--- config.mk ---
export PLATFORM = sky130hd
export DESIGN_NAME = bound_field_tuple_hash_unit
export DESIGN_NICKNAME = d
export VERILOG_FILES = /design/src/hdl/bfth_pkg.sv /design/src/hdl/bfth_byte_core.sv /design/src/hdl/bound_field_tuple_hash_unit.sv
export SDC_FILE = /design/constraint.sdc
export NUM_CORES = 2
export LEC_CHECK = 0
export CAP_MARGIN = 20
export CORE_UTILIZATION = 68
export DETAILED_ROUTE_END_ITERATION = 16
export DONT_BUFFER_PORTS = 1
export PLACE_DENSITY = 0.92
export SETUP_SLACK_MARGIN = 0.5
export SKIP_LAST_GASP = 1
export SYNTH_ARGS = -nofsm -noshare
export SYNTH_HDL_FRONTEND = slang
export SYNTH_SLANG_ARGS = --single-unit
--- constraint.sdc ---
create_clock -name clk_i -period 9.1 [get_ports clk_i]
set_input_delay 2.275 -clock clk_i [delete_from_list [all_inputs] [get_ports clk_i]]
set_output_delay 2.275 -clock clk_i [all_outputs]
set_load 0.05 [all_outputs]
--- src/hdl/bfth_pkg.sv ---
// ----------------------------------------------------------------------------
// Bound-field tuple hash: shared types and constants
// Hash mode codes, register index, FSM state type, hash constants and the
// control/status bundles that run between the top level and the byte core.
// ----------------------------------------------------------------------------
package bfth_pkg;

  typedef enum logic [1:0] {
    MODE_FNV1A  = 2'd0,
    MODE_DJB2   = 2'd1,
    MODE_RS     = 2'd2,
    MODE_MURMUR = 2'd3
  } hash_mode_e;

  // Register index as decoded from paddr[2]
  localparam logic REG_IDX_HASH_MODE = 1'b0;

  typedef enum logic [2:0] {
    ST_IDLE,
    ST_BYTES,
    ST_FIN_WAIT,
    ST_FIN_MUL,
    ST_FIN_OUT
  } bfth_state_e;

  // Murmur3 round and finalizer constants
  localparam logic [31:0] MUR_C1   = 32'hcc9e2d51;
  localparam logic [31:0] MUR_C2   = 32'h1b873593;
  localparam logic [31:0] MUR_ADD  = 32'he6546b64;
  localparam logic [31:0] MUR_F1   = 32'h85ebca6b;
  localparam logic [31:0] MUR_F2   = 32'hc2b2ae35;
  localparam logic [31:0] MUR_SEED = 32'h84222325;

  // Low 32 bits of the 64-bit FNV prime and offset basis
  localparam logic [31:0] FNV_PRIME_LO = 32'h000001b3;
  localparam logic [31:0] FNV_BASIS_LO = 32'h84222325;

  localparam logic [31:0] DJB_SEED = 32'd5381;
  localparam logic [31:0] RS_B     = 32'd378551;
  localparam logic [31:0] RS_A0    = 32'd63689;

  localparam int unsigned BYTE_CNT_W = 12;

  typedef struct packed {
    logic byte_vld;  // one byte beat into the core this cycle
    logic clear;     // reload seeds for a fresh tuple
  } core_ctrl_t;

  typedef struct packed {
    logic                  busy;        // murmur pipeline still holds bytes
    logic [BYTE_CNT_W-1:0] byte_count;  // bound bytes taken, mod 4096
  } core_stat_t;

  function automatic logic [31:0] mode_seed(hash_mode_e mode);
    logic [31:0] seed;
    unique case (mode)
      MODE_FNV1A: seed = FNV_BASIS_LO;
      MODE_DJB2:  seed = DJB_SEED;
      MODE_RS:    seed = 32'd0;
      default:    seed = 32'd0;
    endcase
    return seed;
  endfunction

endpackage

--- src/hdl/bfth_byte_core.sv ---
// ----------------------------------------------------------------------------
// Bound-field tuple hash: byte core
// Takes one byte per cycle and updates the primary hash accumulator and a
// three-stage Murmur3 round pipeline.
// ----------------------------------------------------------------------------
module bfth_byte_core
  import bfth_pkg::*;
(
  input  logic        clk_i,
  input  logic        rst_ni,
  input  hash_mode_e  mode_i,
  input  core_ctrl_t  ctrl_i,
  input  logic [7:0]  byte_i,
  output logic [31:0] main_acc_o,
  output logic [31:0] murmur_acc_o,
  output core_stat_t  stat_o
);

  logic [31:0]           main_acc_q, main_acc_d;
  logic [31:0]           rs_mult_q, rs_mult_d;
  logic [31:0]           mur_q, mur_d;
  logic [BYTE_CNT_W-1:0] cnt_q, cnt_d;
  logic                  v1_q, v2_q;
  logic [31:0]           k1_q, k2_q;
  logic [31:0]           k1_rot, mur_mix, byte_ext;

  assign byte_ext = {24'd0, byte_i};
  assign k1_rot   = {k1_q[16:0], k1_q[31:17]};
  assign mur_mix  = {mur_q[18:0] ^ k2_q[18:0], mur_q[31:19] ^ k2_q[31:19]};

  always_comb begin
    main_acc_d = main_acc_q;
    rs_mult_d  = rs_mult_q;
    mur_d      = mur_q;
    cnt_d      = cnt_q;
    if (ctrl_i.clear) begin
      main_acc_d = mode_seed(mode_i);
      rs_mult_d  = RS_A0;
      mur_d      = MUR_SEED;
      cnt_d      = '0;
    end else begin
      if (ctrl_i.byte_vld) begin
        unique case (mode_i)
          MODE_FNV1A: main_acc_d = (main_acc_q ^ byte_ext) * FNV_PRIME_LO;
          MODE_DJB2:  main_acc_d = (main_acc_q << 5) + main_acc_q + byte_ext;
          MODE_RS: begin
            main_acc_d = main_acc_q * rs_mult_q + byte_ext;
            rs_mult_d  = rs_mult_q * RS_B;
          end
          default:    main_acc_d = main_acc_q;
        endcase
        cnt_d = cnt_q + 1'b1;
      end
      // Final round stage: xor, rotate by 13, times five plus constant
      if (v2_q) begin
        mur_d = (mur_mix << 2) + mur_mix + MUR_ADD;
      end
    end
  end

  always_ff @(posedge clk_i or negedge rst_ni) begin
    if (!rst_ni) begin
      main_acc_q <= FNV_BASIS_LO;
      rs_mult_q  <= RS_A0;
      mur_q      <= MUR_SEED;
      cnt_q      <= '0;
      v1_q       <= 1'b0;
      v2_q       <= 1'b0;
    end else begin
      main_acc_q <= main_acc_d;
      rs_mult_q  <= rs_mult_d;
      mur_q      <= mur_d;
      cnt_q      <= cnt_d;
      v1_q       <= ctrl_i.byte_vld & ~ctrl_i.clear;
      v2_q       <= v1_q & ~ctrl_i.clear;
    end
  end

  // Round pipeline payload: k = rotl(b * C1, 15) * C2
  always_ff @(posedge clk_i) begin
    k1_q <= byte_ext * MUR_C1;
    k2_q <= k1_rot * MUR_C2;
  end

  assign main_acc_o        = main_acc_q;
  assign murmur_acc_o      = mur_q;
  assign stat_o.busy       = v1_q | v2_q;
  assign stat_o.byte_count = cnt_q;

endmodule

--- src/hdl/bound_field_tuple_hash_unit.sv ---
// ----------------------------------------------------------------------------
// Bound-field tuple hash unit
// Hashes a tuple of 64-bit cells; bound cells feed their bytes, LSB first,
// into a selectable primary hash and a Murmur3 side hash.
// ----------------------------------------------------------------------------
//
//  channel  | direction | handshake            | payload
//  ---------+-----------+----------------------+-------------------------------
//  cell in  | input     | in_valid_i/in_ready_o| cell_value_i, is_bound_i,
//           |           |                      | last_cell_i
//  result   | output    | out_valid_o/         | primary_hash_o, probe_step_o
//           |           | out_ready_i          |
//  config   | input     | APB psel/penable     | hash_mode at address 0
//
//  A bound cell feeds one byte per cycle; the next cell is taken on its last
//  byte unless it was a last cell, and an unbound cell feeds no bytes.
//  A last cell then waits for the Murmur pipeline to drain, then runs the two
//  finalizer multiplies (ST_FIN_WAIT, ST_FIN_MUL) and the output load.
//  A waiting result stalls the next tuple's finish, which holds off cells too.
//  Reset loads the seeds for mode 0 (FNV-1a); no clearing pass is needed.
//
module bound_field_tuple_hash_unit
  import bfth_pkg::*;
#(
  parameter int unsigned MAX_CELLS = 256
) (
  input  logic        clk_i,
  input  logic        rst_ni,
  // cell input
  input  logic        in_valid_i,
  output logic        in_ready_o,
  input  logic [63:0] cell_value_i,
  input  logic        is_bound_i,
  input  logic        last_cell_i,
  // result output
  output logic        out_valid_o,
  input  logic        out_ready_i,
  output logic [31:0] primary_hash_o,
  output logic [31:0] probe_step_o,
  // configuration
  input  logic        psel,
  input  logic        penable,
  input  logic        pwrite,
  input  logic [2:0]  paddr,
  input  logic [31:0] pwdata,
  output logic [31:0] prdata,
  output logic        pready
);

  localparam int unsigned CNT_W = $clog2(MAX_CELLS + 1);

  bfth_state_e state_q, state_d;

  hash_mode_e  hash_mode_q, hash_mode_d;
  logic [63:0] shift_q;
  logic [2:0]  byte_idx_q;
  logic        last_q;
  logic [CNT_W-1:0] cell_cnt_q;
  logic        first_seen_q;
  logic [31:0] first_word_q;
  logic [31:0] fin_q, fin_d;
  logic        out_vld_q;
  logic [31:0] prim_q, probe_q;

  logic        cfg_wr, in_acc, cell_room, take, out_free, fin_load, tuple_clr;
  logic        last_byte;
  logic [31:0] main_acc, mur_acc, mur_x, mur_h, fin_h2, mur_fin;
  core_ctrl_t  core_ctrl;
  core_stat_t  core_stat;

  // --------------------------------------------------------------------------
  // Configuration port: always ready, one register at index 0
  // --------------------------------------------------------------------------
  assign pready = 1'b1;
  assign cfg_wr = psel & penable & pwrite & (paddr[2] == REG_IDX_HASH_MODE);
  assign prdata = (paddr[2] == REG_IDX_HASH_MODE) ? {30'd0, hash_mode_q} : 32'd0;
  assign hash_mode_d = cfg_wr ? hash_mode_e'(pwdata[1:0]) : hash_mode_q;

  // --------------------------------------------------------------------------
  // Input acceptance
  // --------------------------------------------------------------------------
  assign last_byte = (state_q == ST_BYTES) && (byte_idx_q == 3'd7);
  assign in_acc    = in_valid_i & in_ready_o;
  assign cell_room = (cell_cnt_q < CNT_W'(MAX_CELLS));
  assign take      = in_acc & is_bound_i & cell_room;
  assign out_free  = ~out_vld_q | out_ready_i;

  // Next state
  always_comb begin
    state_d = state_q;
    unique case (state_q)
      ST_IDLE: begin
        if (in_acc) begin
          if (take)             state_d = ST_BYTES;
          else if (last_cell_i) state_d = ST_FIN_WAIT;
        end
      end
      ST_BYTES: begin
        if (byte_idx_q == 3'd7) begin
          if (in_acc) begin
            if (take)             state_d = ST_BYTES;
            else if (last_cell_i) state_d = ST_FIN_WAIT;
            else                  state_d = ST_IDLE;
          end else begin
            state_d = last_q ? ST_FIN_WAIT : ST_IDLE;
          end
        end
      end
      ST_FIN_WAIT: if (!core_stat.busy) state_d = ST_FIN_MUL;
      ST_FIN_MUL:  state_d = ST_FIN_OUT;
      ST_FIN_OUT:  if (out_free) state_d = ST_IDLE;
      default:     state_d = ST_IDLE;
    endcase
  end

  // FSM outputs
  always_comb begin
    in_ready_o         = 1'b0;
    core_ctrl.byte_vld = 1'b0;
    fin_load           = 1'b0;
    unique case (state_q)
      ST_IDLE:  in_ready_o = 1'b1;
      ST_BYTES: begin
        core_ctrl.byte_vld = 1'b1;
        in_ready_o         = last_byte & ~last_q;
      end
      ST_FIN_OUT: fin_load = out_free;
      default: ;
    endcase
  end

  // Drop tuple state after a result and on any mode write
  assign tuple_clr       = fin_load | cfg_wr;
  assign core_ctrl.clear = tuple_clr;

  // --------------------------------------------------------------------------
  // Byte core
  // --------------------------------------------------------------------------
  bfth_byte_core u_core (
    .clk_i        (clk_i),
    .rst_ni       (rst_ni),
    .mode_i       (hash_mode_d),
    .ctrl_i       (core_ctrl),
    .byte_i       (shift_q[7:0]),
    .main_acc_o   (main_acc),
    .murmur_acc_o (mur_acc),
    .stat_o       (core_stat)
  );

  // --------------------------------------------------------------------------
  // Finalizer: length xor, then fmix32 (multiplies in ST_FIN_WAIT, ST_FIN_MUL)
  // --------------------------------------------------------------------------
  assign mur_x   = mur_acc ^ {20'd0, core_stat.byte_count};
  assign mur_h   = mur_x ^ (mur_x >> 16);
  assign fin_h2  = fin_q ^ (fin_q >> 13);
  assign mur_fin = fin_q ^ (fin_q >> 16);

  always_comb begin
    fin_d = fin_q;
    unique case (state_q)
      ST_FIN_WAIT: fin_d = mur_h * MUR_F1;
      ST_FIN_MUL:  fin_d = fin_h2 * MUR_F2;
      default:     fin_d = fin_q;
    endcase
  end

  // --------------------------------------------------------------------------
  // Control registers
  // --------------------------------------------------------------------------
  always_ff @(posedge clk_i or negedge rst_ni) begin
    if (!rst_ni) begin
      state_q      <= ST_IDLE;
      hash_mode_q  <= MODE_FNV1A;
      byte_idx_q   <= '0;
      last_q       <= 1'b0;
      cell_cnt_q   <= '0;
      first_seen_q <= 1'b0;
      first_word_q <= '0;
      out_vld_q    <= 1'b0;
    end else begin
      state_q     <= state_d;
      hash_mode_q <= hash_mode_d;

      if (in_acc) begin
        byte_idx_q <= '0;
        last_q     <= last_cell_i;
      end else if (state_q == ST_BYTES) begin
        byte_idx_q <= byte_idx_q + 3'd1;
      end

      if (tuple_clr) begin
        cell_cnt_q   <= '0;
        first_seen_q <= 1'b0;
        first_word_q <= '0;
      end else begin
        if (in_acc && cell_room) cell_cnt_q <= cell_cnt_q + 1'b1;
        if (take && !first_seen_q) begin
          first_seen_q <= 1'b1;
          first_word_q <= cell_value_i[31:0];
        end
      end

      // Hold the result until its beat is taken
      if (fin_load)         out_vld_q <= 1'b1;
      else if (out_ready_i) out_vld_q <= 1'b0;
    end
  end

  // --------------------------------------------------------------------------
  // Payload registers
  // --------------------------------------------------------------------------
  always_ff @(posedge clk_i) begin
    fin_q <= fin_d;
    // Load the cell, or advance one byte toward the LSB
    if (take) shift_q <= cell_value_i;
    else      shift_q <= {8'd0, shift_q[63:8]};
    if (fin_load) begin
      prim_q  <= (hash_mode_q == MODE_MURMUR) ? mur_fin : main_acc;
      probe_q <= mur_fin + first_word_q;
    end
  end

  assign out_valid_o    = out_vld_q;
  assign primary_hash_o = prim_q;
  assign probe_step_o   = probe_q;

endmodule

==> results.md <==
- The run finished with clean final reports.
- The clock passes through at most 3 buffers.
- The tree built by TritonCTS fans out to 386 sinks.
- The global route total overflow is 0.
- Across every metal layer, demand over resource in global routing totals 38.8%.
- The post-route core utilization is 71.6%.
- Counting instances, the worst hold path has a depth of 2.
- The actual slew at the worst max-slew pin is 1.20 ns.
- The arrival time at the worst endpoint is 8.64 ns.
- For this design, the CTS-stage hold fixing added 0 buffers.
- The count of filler cells inserted in the layout is 7529.
- Cells with a size suffix above 1 make up 3.42% of the layout.
- During placement, the flow inserted port buffers numbering 0.
- The die covers 115000 um^2.
- The count of unresolved DRC violations after routing is 0.
- The via density per instance is 6.06.
- The beginning of the worst register-to-register path is u_core.murmur_acc_o[24].
- The first global-routing pass estimated 343 mm of wire.
- In this run, the number of DRC markers left after iteration 0 of detailed routing was 5102.
- The count of pins on the block boundary is 207.
- The worst-path maximum fanout is 8.
- For the final routed database, the setup TNS stands at 0 ns.
- Yosys mapped the design onto 93 distinct sky130hd cell types.
- The clock latency on the worst-skew pair is 0.69 ns.
- The number of enable-type register cells in the synthesized netlist is 96.
- The area added between synthesis and finish is 4.37%.
- The flop and latch count out of synthesis is 386.
- The startpoint of the lowest-slack hold path is shift_q[23].
- After the last flow step, the layout net total stands at 10500.
- The chip height is 339 um.
- The most instantiated flip-flop cell in the synthesis netlist is sky130_fd_sc_hd__dfrtp_1.
- The upper clock frequency limit is 121 MHz.
- The sum of routed wire length over all layers is 217 mm.
- Dividing the synthesized area by the synthesized cell count gives 9.65 um^2.
- For this run, the number of Yosys warnings is 0.
- Hold is met by 0.420 ns.
- STA classifies the critical path endpoint as a register.
- The number of endpoints with negative hold slack in the final report is 0.
- The worst setup timing slack at the placement stage is 0.930 ns.
- The wire-length estimate of the detail-placed layout is 178 mm.
- Entering global routing, the biggest net connects 163 pins.
- After clock tree synthesis, the setup repair step added 0 buffers.
- The core area is 112000 um^2.
- The total via count after detailed routing is 57500.
- The number of slew-limit violations in the final report is 0.
- After layout, the minimum clock period comes to 8.27 ns.
- The required time of the critical path is 9.47 ns.
- The share of the Yosys chip area taken by registers is 12.4%.
- The effective utilization at floorplan is 68.6%.
- The post-detailed-route count of antenna-violating nets is 0.
- The worst-case reg-to-reg path depth is 26.
- The via count of the first global-routing pass is 63500.
- TritonCTS built the clock tree.
- The worst setup margin is 0.831 ns.
- STA classifies the critical path startpoint as a register.
- The endpoint of the worst-slack reg-to-reg timing path is fin_q[31].
- From left edge to right edge, the die measures 339 um.
- The number of H-tree levels is 2.
- The min-delay analysis places its worst path in the category reg -> reg.
- The worst slew margin relative to its limit is 19.7%.
- After technology mapping, the gate count stands at 7987.
- The ratio of final minimum period to clock period is 90.9%.
- The last weighted congestion value of the routability-driven placer is 1.02.
- After synthesis the cells add up to 77100 um^2.
- Setup repair after global routing left no endpoint under its margin.
- The number of antenna violations at the first check in global routing is 13.
- The critical path is of the reg -> reg type.
- In this design, the stage delay of the slowest critical-path cell is 0.87 ns.
- For the final database, setup skew stands at 0.0577 ns.
- The clock-pin slew of the registers on the worst-case setup and hold paths is 0.06 ns.
- The tool flagged a number of max-cap violations equal to 0.
- In the synthesized netlist the async set-or-reset flop fraction comes to 42.0%.
- The endpoint with the worst hold slack is shift_q[15].
- The quantity of gates resized following cts is 0.
- The total setup violations reported at the end of the flow is 0.
- The detailed-route wire length per cell is 22.9 um.
- The cell that appears most often on the critical path is sky130_fd_sc_hd__fa_1.
- The detailed-router iteration count before antenna repair is 6.
- Clock tree synthesis inserted a total of 47 buffers.
- After floorplanning, the core was divided into 123 placement rows.
- On the critical path, the stage with the largest delay is an instance of sky130_fd_sc_hd__xnor2_1.
- The clock tree root driver cell is sky130_fd_sc_hd__clkbuf_16.
- The setup check on the worst reg-to-reg path leaves a slack of 0.83 ns.
cells in the mapped netlist, types with 13 or more instances:
master	n	share of area (%)
sky130_fd_sc_hd__o21a_1	41	0.40
sky130_fd_sc_hd__a211oi_1	40	0.39
sky130_fd_sc_hd__dfxtp_1	128	3.3
sky130_fd_sc_hd__xnor2_1	347	3.9
sky130_fd_sc_hd__mux2_2	31	0.45
sky130_fd_sc_hd__edfxtp_1	96	3.7
sky130_fd_sc_hd__inv_1	2019	9.8
sky130_fd_sc_hd__nand3_1	52	0.34
sky130_fd_sc_hd__buf_4	31	0.30
sky130_fd_sc_hd__o21bai_1	25	0.24
sky130_fd_sc_hd__or3_1	28	0.23
sky130_fd_sc_hd__ha_1	1138	18
sky130_fd_sc_hd__and3_1	45	0.37
sky130_fd_sc_hd__fa_1	1337	35
sky130_fd_sc_hd__a31oi_1	25	0.20
sky130_fd_sc_hd__o31ai_1	29	0.28
sky130_fd_sc_hd__o21ai_0	163	1.1
sky130_fd_sc_hd__a21o_1	105	1.0
sky130_fd_sc_hd__a22oi_1	13	0.13
sky130_fd_sc_hd__mux2i_1	16	0.21
sky130_fd_sc_hd__a22o_1	43	0.49
sky130_fd_sc_hd__nor3_1	52	0.34
sky130_fd_sc_hd__nand2b_1	40	0.32
sky130_fd_sc_hd__xor2_1	181	2.1
sky130_fd_sc_hd__a221oi_1	19	0.22
sky130_fd_sc_hd__dfstp_2	29	0.99
sky130_fd_sc_hd__dfrtp_1	133	4.3
sky130_fd_sc_hd__clkbuf_1	159	0.77
sky130_fd_sc_hd__a21oi_1	220	1.4
sky130_fd_sc_hd__nor2b_1	30	0.24
sky130_fd_sc_hd__nor2_1	230	1.1
sky130_fd_sc_hd__o21ai_1	17	0.11
sky130_fd_sc_hd__nand4_1	18	0.15
sky130_fd_sc_hd__and2_1	358	2.9
sky130_fd_sc_hd__nand2_1	552	2.7
sky130_fd_sc_hd__o211ai_1	17	0.17
critical path: cells and delay by family, from the launching register on:
family | cells | cell delay (ns)
AND/OR/NAND/NOR | 3 | 0.38
flip-flops | 1 | 0.61
buffers and inverters | 6 | 0.50
AO/OA/AOI/OAI | 4 | 0.95
XOR/XNOR | 3 | 1.21
adder cells (fa/ha/maj) | 9 | 4.26
multiplexers | 1 | 0.09
registers in the layout, summed over array words and instances (netlist names), 2 cells and up:
name / cells
u_core.k2_q: 32
u_core.k1_q: 32
u_core.cnt_q: 12
u_core.main_acc_o: 32
probe_step_o: 32
u_core.rs_mult_q: 32
first_word_q: 32
cell_cnt_q: 9
hash_mode_q: 2
primary_hash_o: 32
fin_q: 32
shift_q: 64
u_core.murmur_acc_o: 32
byte_idx_q: 3
state_q: 3
stage by stage:
step | instance area (um^2) | cells
after detailed placement | 78800 | 9392
after global routing | 80400 | 9487
after floorplan | 77200 | 8016
after global placement | 78800 | 9392
after CTS | 80400 | 9479
final | 80400 | 9490
how the worst max path moves through the flow:
stage,start,endpoint,slack (ns)
4_1_cts,u_core.murmur_acc_o[24],fin_q[31],0.89
2_1_floorplan,u_core.rs_mult_q[7],u_core.main_acc_o[31],1.84
6_report,u_core.murmur_acc_o[24],fin_q[31],0.83
5_1_grt,u_core.murmur_acc_o[24],fin_q[31],0.52
3_5_place_dp,u_core.murmur_acc_o[24],fin_q[31],0.93
3_3_place_gp,u_core.murmur_acc_o[24],fin_q[31],1.06
cell families (layout without fill, tap and decap cells):
logic type	Yosys count	in the layout	synth area share [%]
adder cells (fa/ha/maj)	2475	2475	53.2
buffers and inverters	2225	2190	11.0
AND/OR/NAND/NOR	1440	1440	9.03
AO/OA/AOI/OAI	883	883	7.69
XOR/XNOR	528	528	6.00
flip-flops	386	386	12.4
multiplexers	48	48	0.680
other	2	40	0.00975
routing by layer:
layer / track usage (%) / vias to the layer above / wire (um)
met5: 0 / - / 160
met4: 23.9 / 20 / 15800
met3: 10.4 / 1063 / 24400
met2: 62.2 / 3366 / 99500
met1: 46.7 / 28400 / 77200
li1: - / 24600 / -
layout by cell type, fill, tap and decap left out, types with 44 or more instances in the layout:
cell,netlist,layout
sky130_fd_sc_hd__inv_1,2019,2019
sky130_fd_sc_hd__and2_1,358,357
sky130_fd_sc_hd__nor2_1,230,227
sky130_fd_sc_hd__clkbuf_16,0,48
sky130_fd_sc_hd__a21oi_1,220,219
sky130_fd_sc_hd__and3_1,45,44
sky130_fd_sc_hd__dfxtp_1,128,128
sky130_fd_sc_hd__fa_1,1337,1337
sky130_fd_sc_hd__xor2_1,181,181
sky130_fd_sc_hd__ha_1,1138,1138
sky130_fd_sc_hd__dfrtp_1,133,133
sky130_fd_sc_hd__buf_4,31,82
sky130_fd_sc_hd__o21ai_0,163,163
sky130_fd_sc_hd__nor3_1,52,51
sky130_fd_sc_hd__xnor2_1,347,347
sky130_fd_sc_hd__nand2_1,552,551
sky130_fd_sc_hd__nand3_1,52,52
sky130_fd_sc_hd__a21o_1,105,105
sky130_fd_sc_hd__edfxtp_1,96,96
final cells by class:
type | count | area (um^2) | share of cell area [%]
tap | 1500 | 1880 | 2.33
timing repair buffer | 84 | 647 | 0.804
antenna | 9 | 22.5 | 0.0280
clock buffer | 63 | 1330 | 1.66
sequential | 386 | 9540 | 11.9
multi-input combinational | 5405 | 59200 | 73.6
clock inverter | 24 | 243 | 0.302
inverter | 2019 | 7580 | 9.42
Power is left out: the tool's default activity adds up to more than one toggle a clock period on the data nets, which glitch-free logic cannot reach.
